`src/hdl/bsfd_pkg.sv`:
```
`default_nettype none

package bsfd_pkg;

    localparam int unsigned BYTE_W      = 8;
    localparam int unsigned LEN_W       = 16;
    localparam int unsigned COUNT_W     = 32;
    localparam int unsigned CFG_IDX_W   = 2;
    localparam int unsigned CFG_DATA_W  = 8;

    // Escaped bytes come out with bit 5 flipped.
    localparam logic [BYTE_W-1:0] ESC_FLIP_MASK = 8'h20;

    localparam logic [BYTE_W-1:0] DELIM_RESET   = 8'd16;
    localparam logic [BYTE_W-1:0] ESCAPE_RESET  = 8'd27;
    localparam logic              CHECK_RESET   = 1'b1;

    localparam logic [LEN_W-1:0]  LEN_MAX       = 16'hFFFF;

    // Configuration register indexes.
    localparam logic [CFG_IDX_W-1:0] REG_DELIMITER    = 2'd0;
    localparam logic [CFG_IDX_W-1:0] REG_ESCAPE       = 2'd1;
    localparam logic [CFG_IDX_W-1:0] REG_CHECK_ENABLE = 2'd2;

    // Result kinds.
    localparam logic KIND_PAYLOAD = 1'b0;
    localparam logic KIND_END     = 1'b1;

    typedef struct packed {
        logic                 result_kind;
        logic [BYTE_W-1:0]    payload_byte;
        logic                 frame_good;
        logic [LEN_W-1:0]     frame_length;
        logic [COUNT_W-1:0]   good_frame_count;
    } t_result;

    typedef struct packed {
        logic              we;
        logic [CFG_IDX_W-1:0]  idx;
        logic [CFG_DATA_W-1:0] wdata;
    } t_cfg_write;

endpackage

`default_nettype wire

```
`src/hdl/bsfd_in_if.sv`:
```
`default_nettype none

interface bsfd_in_if;
    logic                            valid;
    logic                            ready;
    logic [bsfd_pkg::BYTE_W-1:0]     rx_byte;

    modport source (output valid, output rx_byte, input ready);
    modport sink   (input valid, input rx_byte, output ready);
endinterface

`default_nettype wire

```
`src/hdl/bsfd_out_if.sv`:
```
`default_nettype none

interface bsfd_out_if;
    logic                            valid;
    logic                            ready;
    logic                            result_kind;
    logic [bsfd_pkg::BYTE_W-1:0]     payload_byte;
    logic                            frame_good;
    logic [bsfd_pkg::LEN_W-1:0]      frame_length;
    logic [bsfd_pkg::COUNT_W-1:0]    good_frame_count;

    modport source (output valid, output result_kind, output payload_byte,
                    output frame_good, output frame_length,
                    output good_frame_count, input ready);
    modport sink   (input valid, input result_kind, input payload_byte,
                    input frame_good, input frame_length,
                    input good_frame_count, output ready);
endinterface

`default_nettype wire

```
`src/hdl/bsfd_in_stage.sv`:
```
`default_nettype none

// Input register: holds one received byte until the decoder consumes it.
module bsfd_in_stage (
    input  wire logic                        i_clk,
    input  wire logic                        i_rst_n,
    bsfd_in_if.sink                          i_rx,
    input  wire logic                        i_advance,
    output logic                             o_valid,
    output logic [bsfd_pkg::BYTE_W-1:0]      o_byte
);

    logic                          r_valid;
    logic [bsfd_pkg::BYTE_W-1:0]   r_byte;
    logic                          n_valid;
    logic                          w_take;

    assign i_rx.ready = !r_valid || i_advance;
    assign w_take     = i_rx.valid && i_rx.ready;

    always_comb begin
        n_valid = r_valid;
        if (w_take) begin
            n_valid = 1'b1;
        end else if (i_advance) begin
            n_valid = 1'b0;
        end
    end

    always_ff @(posedge i_clk) begin
        if (!i_rst_n) begin
            r_valid <= 1'b0;
        end else begin
            r_valid <= n_valid;
        end
        if (w_take) begin
            r_byte <= i_rx.rx_byte;
        end
    end

    assign o_valid = r_valid;
    assign o_byte  = r_byte;

endmodule

`default_nettype wire

```
`src/hdl/bsfd_core.sv`:
```
`default_nettype none

// Deframing state, configuration registers and the per-byte decode.
module bsfd_core (
    input  wire logic                        i_clk,
    input  wire logic                        i_rst_n,
    input  wire bsfd_pkg::t_cfg_write        i_cfg,
    input  wire logic                        i_step,
    input  wire logic [bsfd_pkg::BYTE_W-1:0] i_byte,
    output logic                             o_res_valid,
    output bsfd_pkg::t_result                o_res
);

    logic [bsfd_pkg::BYTE_W-1:0]  r_delim, r_escape;
    logic                         r_check_en;
    logic                         r_in_frame, n_in_frame;
    logic                         r_esc_pend, n_esc_pend;
    logic [bsfd_pkg::BYTE_W-1:0]  r_xor, n_xor;
    logic [bsfd_pkg::LEN_W-1:0]   r_count, n_count;
    logic [bsfd_pkg::COUNT_W-1:0] r_good_cnt, n_good_cnt;
    logic                         w_good, w_take;
    logic [bsfd_pkg::BYTE_W-1:0]  w_data;

    always_comb begin
        n_in_frame  = r_in_frame;
        n_esc_pend  = r_esc_pend;
        n_xor       = r_xor;
        n_count     = r_count;
        n_good_cnt  = r_good_cnt;
        o_res_valid = 1'b0;
        w_take      = 1'b0;
        w_data      = i_byte;
        w_good      = (r_count != '0) && (r_xor == '0);
        o_res       = '0;

        if (i_step) begin
            if (!r_in_frame) begin
                if (i_byte == r_delim) begin
                    n_in_frame = 1'b1;
                    n_esc_pend = 1'b0;
                    n_xor      = '0;
                    n_count    = '0;
                end
            end else if (i_byte == r_delim) begin
                // Close: a pending escape is simply dropped.
                if (w_good && r_check_en) begin
                    n_good_cnt = r_good_cnt + 1'b1;
                end
                n_in_frame         = 1'b0;
                n_esc_pend         = 1'b0;
                n_xor              = '0;
                n_count            = '0;
                o_res_valid        = 1'b1;
                o_res.result_kind  = bsfd_pkg::KIND_END;
                o_res.frame_good   = w_good;
                o_res.frame_length = r_count;
            end else if (r_esc_pend) begin
                n_esc_pend = 1'b0;
                w_data     = i_byte ^ bsfd_pkg::ESC_FLIP_MASK;
                w_take     = 1'b1;
            end else if (i_byte == r_escape) begin
                n_esc_pend = 1'b1;
            end else begin
                w_take = 1'b1;
            end
        end

        if (w_take) begin
            n_xor = r_xor ^ w_data;
            if (r_count != bsfd_pkg::LEN_MAX) begin
                n_count = r_count + 1'b1;
            end
            o_res_valid        = 1'b1;
            o_res.result_kind  = bsfd_pkg::KIND_PAYLOAD;
            o_res.payload_byte = w_data;
        end
        o_res.good_frame_count = n_good_cnt;
    end

    always_ff @(posedge i_clk) begin
        if (!i_rst_n) begin
            r_delim    <= bsfd_pkg::DELIM_RESET;
            r_escape   <= bsfd_pkg::ESCAPE_RESET;
            r_check_en <= bsfd_pkg::CHECK_RESET;
            r_in_frame <= 1'b0;
            r_esc_pend <= 1'b0;
            r_xor      <= '0;
            r_count    <= '0;
            r_good_cnt <= '0;
        end else begin
            r_in_frame <= n_in_frame;
            r_esc_pend <= n_esc_pend;
            r_xor      <= n_xor;
            r_count    <= n_count;
            r_good_cnt <= n_good_cnt;
            if (i_cfg.we) begin
                case (i_cfg.idx)
                    bsfd_pkg::REG_DELIMITER:    r_delim    <= i_cfg.wdata;
                    bsfd_pkg::REG_ESCAPE:       r_escape   <= i_cfg.wdata;
                    bsfd_pkg::REG_CHECK_ENABLE: r_check_en <= i_cfg.wdata[0];
                    default: begin
                    end
                endcase
            end
        end
    end

endmodule

`default_nettype wire

```
`src/hdl/bsfd_out_stage.sv`:
```
`default_nettype none

// Result register toward the downstream sink.
module bsfd_out_stage (
    input  wire logic                 i_clk,
    input  wire logic                 i_rst_n,
    input  wire logic                 i_load,
    input  wire logic                 i_res_valid,
    input  wire bsfd_pkg::t_result    i_res,
    output logic                      o_free,
    bsfd_out_if.source                o_res
);

    logic                 r_valid, n_valid;
    bsfd_pkg::t_result    r_res;

    assign o_free = !r_valid || o_res.ready;

    always_comb begin
        n_valid = r_valid;
        if (i_load) begin
            n_valid = i_res_valid;
        end else if (o_res.ready) begin
            n_valid = 1'b0;
        end
    end

    always_ff @(posedge i_clk) begin
        if (!i_rst_n) begin
            r_valid <= 1'b0;
        end else begin
            r_valid <= n_valid;
        end
        if (i_load && i_res_valid) begin
            r_res <= i_res;
        end
    end

    assign o_res.valid            = r_valid;
    assign o_res.result_kind      = r_res.result_kind;
    assign o_res.payload_byte     = r_res.payload_byte;
    assign o_res.frame_good       = r_res.frame_good;
    assign o_res.frame_length     = r_res.frame_length;
    assign o_res.good_frame_count = r_res.good_frame_count;

endmodule

`default_nettype wire

```
`src/hdl/byte_stuffed_frame_decoder_top.sv`:
```
// A received byte is held in the input register, then its result in the result register.
// Throughput: one byte per cycle, sustained, while the sink keeps ready high.
// The input register and the result register both advance on the same cycle,
// so the only limit is the sink; delimiters and escapes never stall the input.
// Reset is synchronous, active low: it clears the frame state, the good-frame
// count and both registers' valid flags, and restores the configuration defaults.
`default_nettype none

module byte_stuffed_frame_decoder_top (
    input  wire logic                              i_clk,
    input  wire logic                              i_rst_n,
    input  wire logic                              i_cfg_we,
    input  wire logic [bsfd_pkg::CFG_IDX_W-1:0]    i_cfg_idx,
    input  wire logic [bsfd_pkg::CFG_DATA_W-1:0]   i_cfg_wdata,
    bsfd_in_if.sink                                i_rx,
    bsfd_out_if.source                             o_res
);

    // The input register holds the next byte; the core decodes it against the
    // frame state in the same cycle it moves on, and the result register
    // catches whatever result comes out. A byte moves on whenever the result
    // register is empty or being drained, even if it yields no result.
    logic                          w_stage_valid;
    logic [bsfd_pkg::BYTE_W-1:0]   w_stage_byte;
    logic                          w_out_free;
    logic                          w_advance;
    logic                          w_res_valid;
    bsfd_pkg::t_result             w_res;
    bsfd_pkg::t_cfg_write          w_cfg;

    assign w_advance = w_stage_valid && w_out_free;

    assign w_cfg.we    = i_cfg_we;
    assign w_cfg.idx   = i_cfg_idx;
    assign w_cfg.wdata = i_cfg_wdata;

    bsfd_in_stage u_in_stage (
        .i_clk     (i_clk),
        .i_rst_n   (i_rst_n),
        .i_rx      (i_rx),
        .i_advance (w_advance),
        .o_valid   (w_stage_valid),
        .o_byte    (w_stage_byte)
    );

    // Configuration and the frame state live in the core; the frame state only updates
    // when a byte actually moves out of the input register.
    bsfd_core u_core (
        .i_clk       (i_clk),
        .i_rst_n     (i_rst_n),
        .i_cfg       (w_cfg),
        .i_step      (w_advance),
        .i_byte      (w_stage_byte),
        .o_res_valid (w_res_valid),
        .o_res       (w_res)
    );

    bsfd_out_stage u_out_stage (
        .i_clk       (i_clk),
        .i_rst_n     (i_rst_n),
        .i_load      (w_advance),
        .i_res_valid (w_res_valid),
        .i_res       (w_res),
        .o_free      (w_out_free),
        .o_res       (o_res)
    );

    // A payload result never carries end-of-frame status.
    a_payload_no_status: assert property (@(posedge i_clk) disable iff (!i_rst_n)
        (o_res.valid && o_res.result_kind == bsfd_pkg::KIND_PAYLOAD)
            |-> (o_res.frame_length == '0 && !o_res.frame_good))
        else $error("payload result carries frame status");

    // A good frame is never empty.
    a_good_nonempty: assert property (@(posedge i_clk) disable iff (!i_rst_n)
        (o_res.valid && o_res.frame_good) |-> (o_res.frame_length != '0))
        else $error("empty frame reported good");

    // No result can appear without a byte held in the input register.
    a_no_phantom: assert property (@(posedge i_clk) disable iff (!i_rst_n)
        (!w_stage_valid && !o_res.valid) |=> !o_res.valid)
        else $error("result appeared without a request");

    // The good-frame count changes only at an end-of-frame result, so a payload
    // result carries the same count as the result loaded just before it.
    a_count_moves_at_end: assert property (@(posedge i_clk) disable iff (!i_rst_n)
        (w_res_valid && w_advance && w_res.result_kind == bsfd_pkg::KIND_PAYLOAD
            && $past(w_res_valid && w_advance && i_rst_n))
            |-> (w_res.good_frame_count == o_res.good_frame_count))
        else $error("good-frame count moved on a payload byte");

endmodule

`default_nettype wire
```
`src/flat_wrapper.sv`:
```
// flat-port wrapper written by rule: the top's interface ports become plain ports
module byte_stuffed_frame_decoder_top_flat 
  (i_clk, i_rst_n, i_cfg_we, i_cfg_idx, i_cfg_wdata, i_rx_valid, i_rx_rx_byte, i_rx_ready, o_res_valid, o_res_result_kind, o_res_payload_byte, o_res_frame_good, o_res_frame_length, o_res_good_frame_count, o_res_ready);
  bsfd_in_if i_rx_i ();
  bsfd_out_if o_res_i ();
  input  wire logic i_clk;
  input  wire logic i_rst_n;
  input  wire logic i_cfg_we;
  input  wire logic [bsfd_pkg::CFG_IDX_W-1:0] i_cfg_idx;
  input  wire logic [bsfd_pkg::CFG_DATA_W-1:0] i_cfg_wdata;
  input wire logic [$bits(i_rx_i.valid)-1:0] i_rx_valid;
  input wire logic [$bits(i_rx_i.rx_byte)-1:0] i_rx_rx_byte;
  output wire logic [$bits(i_rx_i.ready)-1:0] i_rx_ready;
  output wire logic [$bits(o_res_i.valid)-1:0] o_res_valid;
  output wire logic [$bits(o_res_i.result_kind)-1:0] o_res_result_kind;
  output wire logic [$bits(o_res_i.payload_byte)-1:0] o_res_payload_byte;
  output wire logic [$bits(o_res_i.frame_good)-1:0] o_res_frame_good;
  output wire logic [$bits(o_res_i.frame_length)-1:0] o_res_frame_length;
  output wire logic [$bits(o_res_i.good_frame_count)-1:0] o_res_good_frame_count;
  input wire logic [$bits(o_res_i.ready)-1:0] o_res_ready;
  assign i_rx_i.valid = i_rx_valid;
  assign i_rx_i.rx_byte = i_rx_rx_byte;
  assign i_rx_ready = i_rx_i.ready;
  assign o_res_valid = o_res_i.valid;
  assign o_res_result_kind = o_res_i.result_kind;
  assign o_res_payload_byte = o_res_i.payload_byte;
  assign o_res_frame_good = o_res_i.frame_good;
  assign o_res_frame_length = o_res_i.frame_length;
  assign o_res_good_frame_count = o_res_i.good_frame_count;
  assign o_res_i.ready = o_res_ready;
  byte_stuffed_frame_decoder_top u_core (.i_clk(i_clk), .i_rst_n(i_rst_n), .i_cfg_we(i_cfg_we), .i_cfg_idx(i_cfg_idx), .i_cfg_wdata(i_cfg_wdata), .i_rx(i_rx_i), .o_res(o_res_i));
endmodule
```
`config.mk`:
```
export PLATFORM = sky130hd
export DESIGN_NAME = byte_stuffed_frame_decoder_top_flat
export DESIGN_NICKNAME = d
export VERILOG_FILES = /design/src/hdl/bsfd_pkg.sv /design/src/hdl/bsfd_in_if.sv /design/src/hdl/bsfd_out_if.sv /design/src/hdl/bsfd_in_stage.sv /design/src/hdl/bsfd_core.sv /design/src/hdl/bsfd_out_stage.sv /design/src/hdl/byte_stuffed_frame_decoder_top.sv /design/src/flat_wrapper.sv
export SDC_FILE = /design/constraint.sdc
export NUM_CORES = 1
export LEC_CHECK = 0
export BUFFER_PORTS_ARGS = -buffer_cell sky130_fd_sc_hd__buf_4
export CAP_MARGIN = 20
export CORE_MARGIN = 5
export CORE_UTILIZATION = 52
export CTS_CLUSTER_SIZE = 25
export DETAILED_ROUTE_END_ITERATION = 7
export PLACE_DENSITY = 0.73
export SETUP_SLACK_MARGIN = 0.5
export SYNTH_ARGS = -nofsm -noshare
export SYNTH_HDL_FRONTEND = slang
export SYNTH_SLANG_ARGS = --single-unit
export TNS_END_PERCENT = 1
```
`constraint.sdc`:
```
create_clock -name i_clk -period 3.1 [get_ports i_clk]
set_clock_uncertainty 0.1 [all_clocks]
set_input_delay 0.155 -clock i_clk [delete_from_list [all_inputs] [get_ports i_clk]]
set_output_delay 0.155 -clock i_clk [all_outputs]
set_load 0.02 [all_outputs]
```
======== Word-level counts from Yosys, hierarchy flattened ========
Cells that the tools add are included.
word-level totals
  word-level logic and storage cells ...... 83
  register bits after elaboration ......... 143
operators by class
  bitwise logic cells ..................... 2
  reductions and logical operators ........ 23
  multiplexer cells ....................... 35
  add/sub/neg operators ................... 2
  equality and inequality tests ........... 5
operators by type and width
  cell                     count
  $mux W32                 4
  $mux W16                 4
  $add A32 B1 Y32 const B  1
  $mux W6                  4
  $mux W8                  3
  $mux W1                  20
  $add A16 B1 Y16 const B  1
  $eq A8 B8 Y1             2
  $ne A16 B16 Y1 const B   1
  $reduce_bool A16 Y1      1
  $reduce_and A2 Y1        5
  $reduce_bool A2 Y1       5
  $logic_not A8 Y1         1
  $xor A8 B8 Y8            1
  $logic_and A1 B1 Y1      5
  $reduce_and A3 Y1        1
  $eq A2 B1 Y1 const B     1
  $eq A2 B2 Y1 const B     1
  $logic_not A1 Y1         2
  $logic_not A2 Y1         1
  $logic_or A1 B1 Y1       2
  $not A1 Y1               1

======== Depth between registers and ports, before layout ========
  word-level depth ........................ 8
  mapped depth ............................ 9

======== By module ========
A second synthesis with hierarchy kept.
second synthesis, totals
  cell total of the unflattened synthesis .. 621
  area, all modules ....................... 6466.2 um^2
modules (own cells, without submodules)
  module                          instances  cells an instance  area each (um^2)
  bsfd_core                       1          544                4369.2
  bsfd_out_stage                  1          63                 1793.0
  bsfd_in_stage                   1          13                 297.8
  byte_stuffed_frame_decoder_top  1          1                  6.3

======== Least setup slack after synthesis ========
No wires, ideal clock.
  path type ............................... register to register
  start point ............................. register u_core.u_in_stage.r_byte (netlist bit u_core.u_in_stage.o_byte[1])
  end point ............................... register u_core.u_out_stage.r_res (netlist bit u_core.u_out_stage.o_res.frame_good) (enable)
  setup slack ............................. -353 ps
  arrival ................................. 2936 ps
  period minus slack after synthesis ...... 3453 ps
  stages on the path, launching flop included .. 10
  path through ............................ edfxtp_1 > xnor2_1 > nand4_2 > or2_0 > clkbuf_1 > clkbuf_1 > inv_1 > ha_1 > nand3_1 > nand2_1
between the ends
  cells in the longest elaborated chain, start to end .. 8
  elaborated cells between the ends (all ways) .. 12
  classes of those cells .................. eq/ne: 2; mux: 9; reduce/logical: 1
ends and longest elaborated chain
  element                   RTL line              RTL
  start: declaration        bsfd_in_stage.sv:14   logic [bsfd_pkg::BYTE_W-1:0] r_byte;
  start signal: assignment  bsfd_in_stage.sv:37   r_byte <= i_rx.rx_byte;
  $eq A8 B8 Y1              bsfd_core.sv:61       end else if (i_byte == r_escape) begin
  $mux W1                   bsfd_core.sv:61
  $mux W1                   bsfd_core.sv:57       end else if (r_esc_pend) begin
  $mux W1                   bsfd_core.sv:44       end else if (i_byte == r_delim) begin
  $mux W1                   bsfd_core.sv:37       if (!r_in_frame) begin
  $mux W1                   bsfd_core.sv:36       if (i_step) begin
  $mux W1 *                 bsfd_core.sv:68       if (w_take) begin
  $logic_and A1 B1 Y1 *     bsfd_out_stage.sv:34  if (i_load && i_res_valid) begin
  end signal: assignment    bsfd_out_stage.sv:35  r_res <= i_res;
  end: declaration          bsfd_out_stage.sv:15  bsfd_pkg::t_result r_res;
Mark *: on every way between the ends. The rest lies on a longest branch, timed or not.
A chain may end at the register's enable or synchronous reset.

======== Final worst setup path ========
  start point ............................. register u_core.u_in_stage.r_byte (netlist bit u_core.u_in_stage.o_byte[1])
  end point ............................... register u_core.u_out_stage.r_res (netlist bit u_core.u_out_stage.o_res.good_frame_count[7]) (enable)
The elaborated chain is that of the path after synthesis.

==> flow_summary.yaml <==
global_route:
  grt_pass1_wl_um: 24600
  grt_remaining_overflow: 0
  grt_max_degree: 59
  antenna_found_initial: 0
  grt_pass1_vias: 5023
  grt_util_all_layers: 0.215
synthesis:
  yosysSeqAreaShare: 0.553
  async_flop_share: 0
  postSynthAreaPerCell_um2: 10.9
  syn-instance-count: 585
  dominantRegCellSynth: "dfxtp_1"
  synth_area_um2: 6380
  ys_warn_count: 0
  synthDistinctLibCells: 58
  ys_seq_elements: 143
  synth_edf_count: 66
  synth_nets: 613
detailed_routing:
  post_drt_wl_per_cell_um: 17.5
  wl_um: 15000
  routed_via_density: 5.75
  drcViolationCount: 0
  postRouteAntennaNets: 0
  drt_iter0_markers: 398
  vias: 4943
  drtPass1Iterations: 5
critical_path:
  worst_ep_required_time_ns: 3.06
  cp-start-kind: "register"
  crit_path_end_kind: "register"
  setup.worst_path.start: "u_core.u_in_stage.o_byte[1]"
  crit_type: "register to register"
  rr_worst_depth: 7
  critical_path.max_fanout: 58
  arrival_ns: 2.55
  worstReg2RegStart: "u_core.u_in_stage.o_byte[1]"
finish:
  finish.utilization: 0.671
  fin_nets: 727
  diodes: 0
  fin_cells: 859
  drive_above_1_share: 0.216
  areaGrowthSynthToFinish_pct: 26.5
die:
  dieArea_um2: 14600
  fp.dieH_um: 121
  die_x_um: 121
  fp-row-count: 40
  initial_core_util: 0.531
  ioPinCount: 83
  coreArea_um2: 12000
timing:
  timing_hold_violations_final: 0
  finalCritPeriodShare: 0.834
  min_period_ns: 2.59
  fmax_mhz: 387
  maxSlewHeadroom: 0.591
  hold_ws_ns: 0.0311
  rsz0062_at_grt: "yes"
  drv_slew: 0
  setup_viol: 0
  final.setup.tns_ns: 0
  tightest_slew_ns: 0.612
power:
  p_switching_mw: 0.896
  p_int_mw: 3.48
  power_mw: 4.37
  comb_power_share: 0.032
  max-vdd-ir-drop_mv: 0.276
  cellLeakagePower_nw: 3.05
  seq_power_share: 0.457
  clock_power_share: 0.511
  switching_share: 0.205
  powerDensity_nw_per_um2: 542
hold_path:
  whs_path_depth: 4
  hold_start: "i_cfg_idx[0]"
  hold_class: "input port to register"
clocking:
  cts-root-buf: "clkbuf_16"
  cts_made_buffers: 17
  clk_pin_slew_ns: 0.06
  clkLatencyLatePin_ns: 0.43
  tritoncts: "done"
  htreeDepth: 4
  cts_buffer_depth: 2
  cts.sinks: 143
placed_design:
  hpwl_um: 10300
  io_buffers: 82
  dpl.cell_count: 803
  gp_congestion: 0.823
flow_run:
  max-cap-violations: 0
outcome:
  status: "finished clean"
-- area by class of cell --
type / count / area, um^2
fillers: 900 / 3950
flip-flops and latches: 143 / 3520
multi-input cells: 410 / 2750
repair buffers: 117 / 923
clock buffers: 19 / 433
clock inverters: 13 / 211
well taps: 147 / 184
inverters: 10 / 37.5
-- state kept, by name, summed over array words and instances, names as in the netlist --
signal,count
u_core.u_core.r_check_en,1
u_core.u_core.r_count,16
u_core.u_out_stage.o_res.frame_length,16
u_core.u_out_stage.o_res.valid,1
u_core.u_core.r_xor,8
u_core.u_core.r_delim,8
u_core.u_core.r_good_cnt,32
u_core.u_out_stage.o_res.good_frame_count,32
u_core.u_out_stage.o_res.payload_byte,8
u_core.u_core.r_esc_pend,1
u_core.u_out_stage.o_res.frame_good,1
u_core.u_core.r_escape,8
u_core.u_in_stage.o_valid,1
u_core.u_in_stage.o_byte,8
u_core.u_core.r_in_frame,1
u_core.u_out_stage.o_res.result_kind,1
-- per-layer routing --
layer,vias up,share of wire,track usage
met1,2396,0.42,0.264
met5,-,0,0
met2,159,0.50,0.362
li1,2359,-,-
met4,0,0.025,0.0914
met3,29,0.056,0.0514
-- power by group through the flow --
stage | Combinational [mW] | Sequential (mW) | Clock [mW]
finish | 0.140 | 2.00 | 2.24
global route | 0.153 | 2.00 | 2.36
CTS | 0.139 | 2.00 | 2.27
detailed placement | 0.119 | 2.04 | 0
global placement | 0.116 | 2.03 | 0
floorplan | 0.0715 | 2.03 | 0
-- path summary, 6_finish.rpt --
path                                                       end  slack [ns]
hold / removal                        u_core.u_core.r_check_en        0.03
hold reg to reg                         u_core.u_core.r_xor[5]        0.40
setup reg to reg  u_core.u_out_stage.o_res.good_frame_count[7]        0.51
setup / recovery  u_core.u_out_stage.o_res.good_frame_count[7]        0.51
-- cells in the final DEF (no fill, tap or decap), drive strengths merged, types with 4 or more instances in the layout --
cell type,synthesis,layout
buf,5,99
dfxtp,77,77
edfxtp,66,66
nand2,53,53
nor2,42,42
mux2i,31,31
nand3,29,29
and2,27,27
xnor2,24,24
nand4,23,23
xor2,22,22
clkbuf,17,19
dlygate4sd3,0,18
and3,16,16
nor4,16,16
nand2b,15,15
o21ai,15,15
a21oi,12,12
nor3,12,12
inv,8,10
or4,9,9
o31ai,8,8
or3,6,6
o211ai,5,5
ha,5,5
bufinv,0,5
or2,5,5
nand3b,4,4
nor3b,4,4
clkinvlp,0,4
a31oi,4,4
clkinv,2,4
-- worst max-delay path, cell delays in order (launching register included) --
cell	delay [ns]
edfxtp_1	0.47
xnor2_1	0.21
nand4_2	0.24
or2_0	0.32
inv_1	0.07
ha_1	0.13
nand3_1	0.21
nand2_8	0.43
-- cells by family after synthesis --
group	count (synthesis)	share of synthesized area
AO/OA/AOI/OAI	61	0.0632
XOR/XNOR	46	0.0644
adder cells (fa/ha/maj)	5	0.00981
buffers and inverters	32	0.0208
flip-flops	143	0.553
multiplexers	32	0.0504
AND/OR/NAND/NOR	266	0.239
-- through the flow --
stage | instance area, um^2 | worst slack (ns)
detailed placement | 7180 | 0.400
global placement | 7180 | 0.490
global route | 8060 | 0.408
CTS | 8040 | 0.487
finish | 8060 | 0.514
floorplan | 6390 | 0.545
-- synth_stat cells, drive strengths merged (2+ instances only) --
cell	instances	area share
inv	8	0.0047
nand4	23	0.026
clkbuf	17	0.010
o21a	3	0.0035
dfxtp	77	0.24
nand2b	15	0.015
or4	9	0.013
o21ai	15	0.012
nor3b	4	0.0047
o21bai	3	0.0035
edfxtp	66	0.31
nand2	53	0.031
nand3b	4	0.0047
nor3	12	0.014
xnor2	24	0.034
nand3	29	0.025
o31ai	8	0.010
and2	27	0.026
a21oi	12	0.0094
o31a	2	0.0027
or2	5	0.0049
xor2	22	0.030
and3	16	0.016
a31oi	4	0.0039
nor4	16	0.022
nor2	42	0.025
or3	6	0.0067
clkinv	2	0.0012
a21o	3	0.0035
buf	5	0.0049
mux2i	31	0.049
ha	5	0.0098
and4	2	0.0027
o211ai	5	0.0059
-- repair_timing --
action,4_1_cts,5_1_grt
gates cloned,0,0
hold buffers,18,0
pin swaps,2,3
resized for setup,1,1
setup buffers,4,2
hold endpoints to repair,26,0
setup endpoints to repair,8,85
Power figures use the tool's default switching activity.
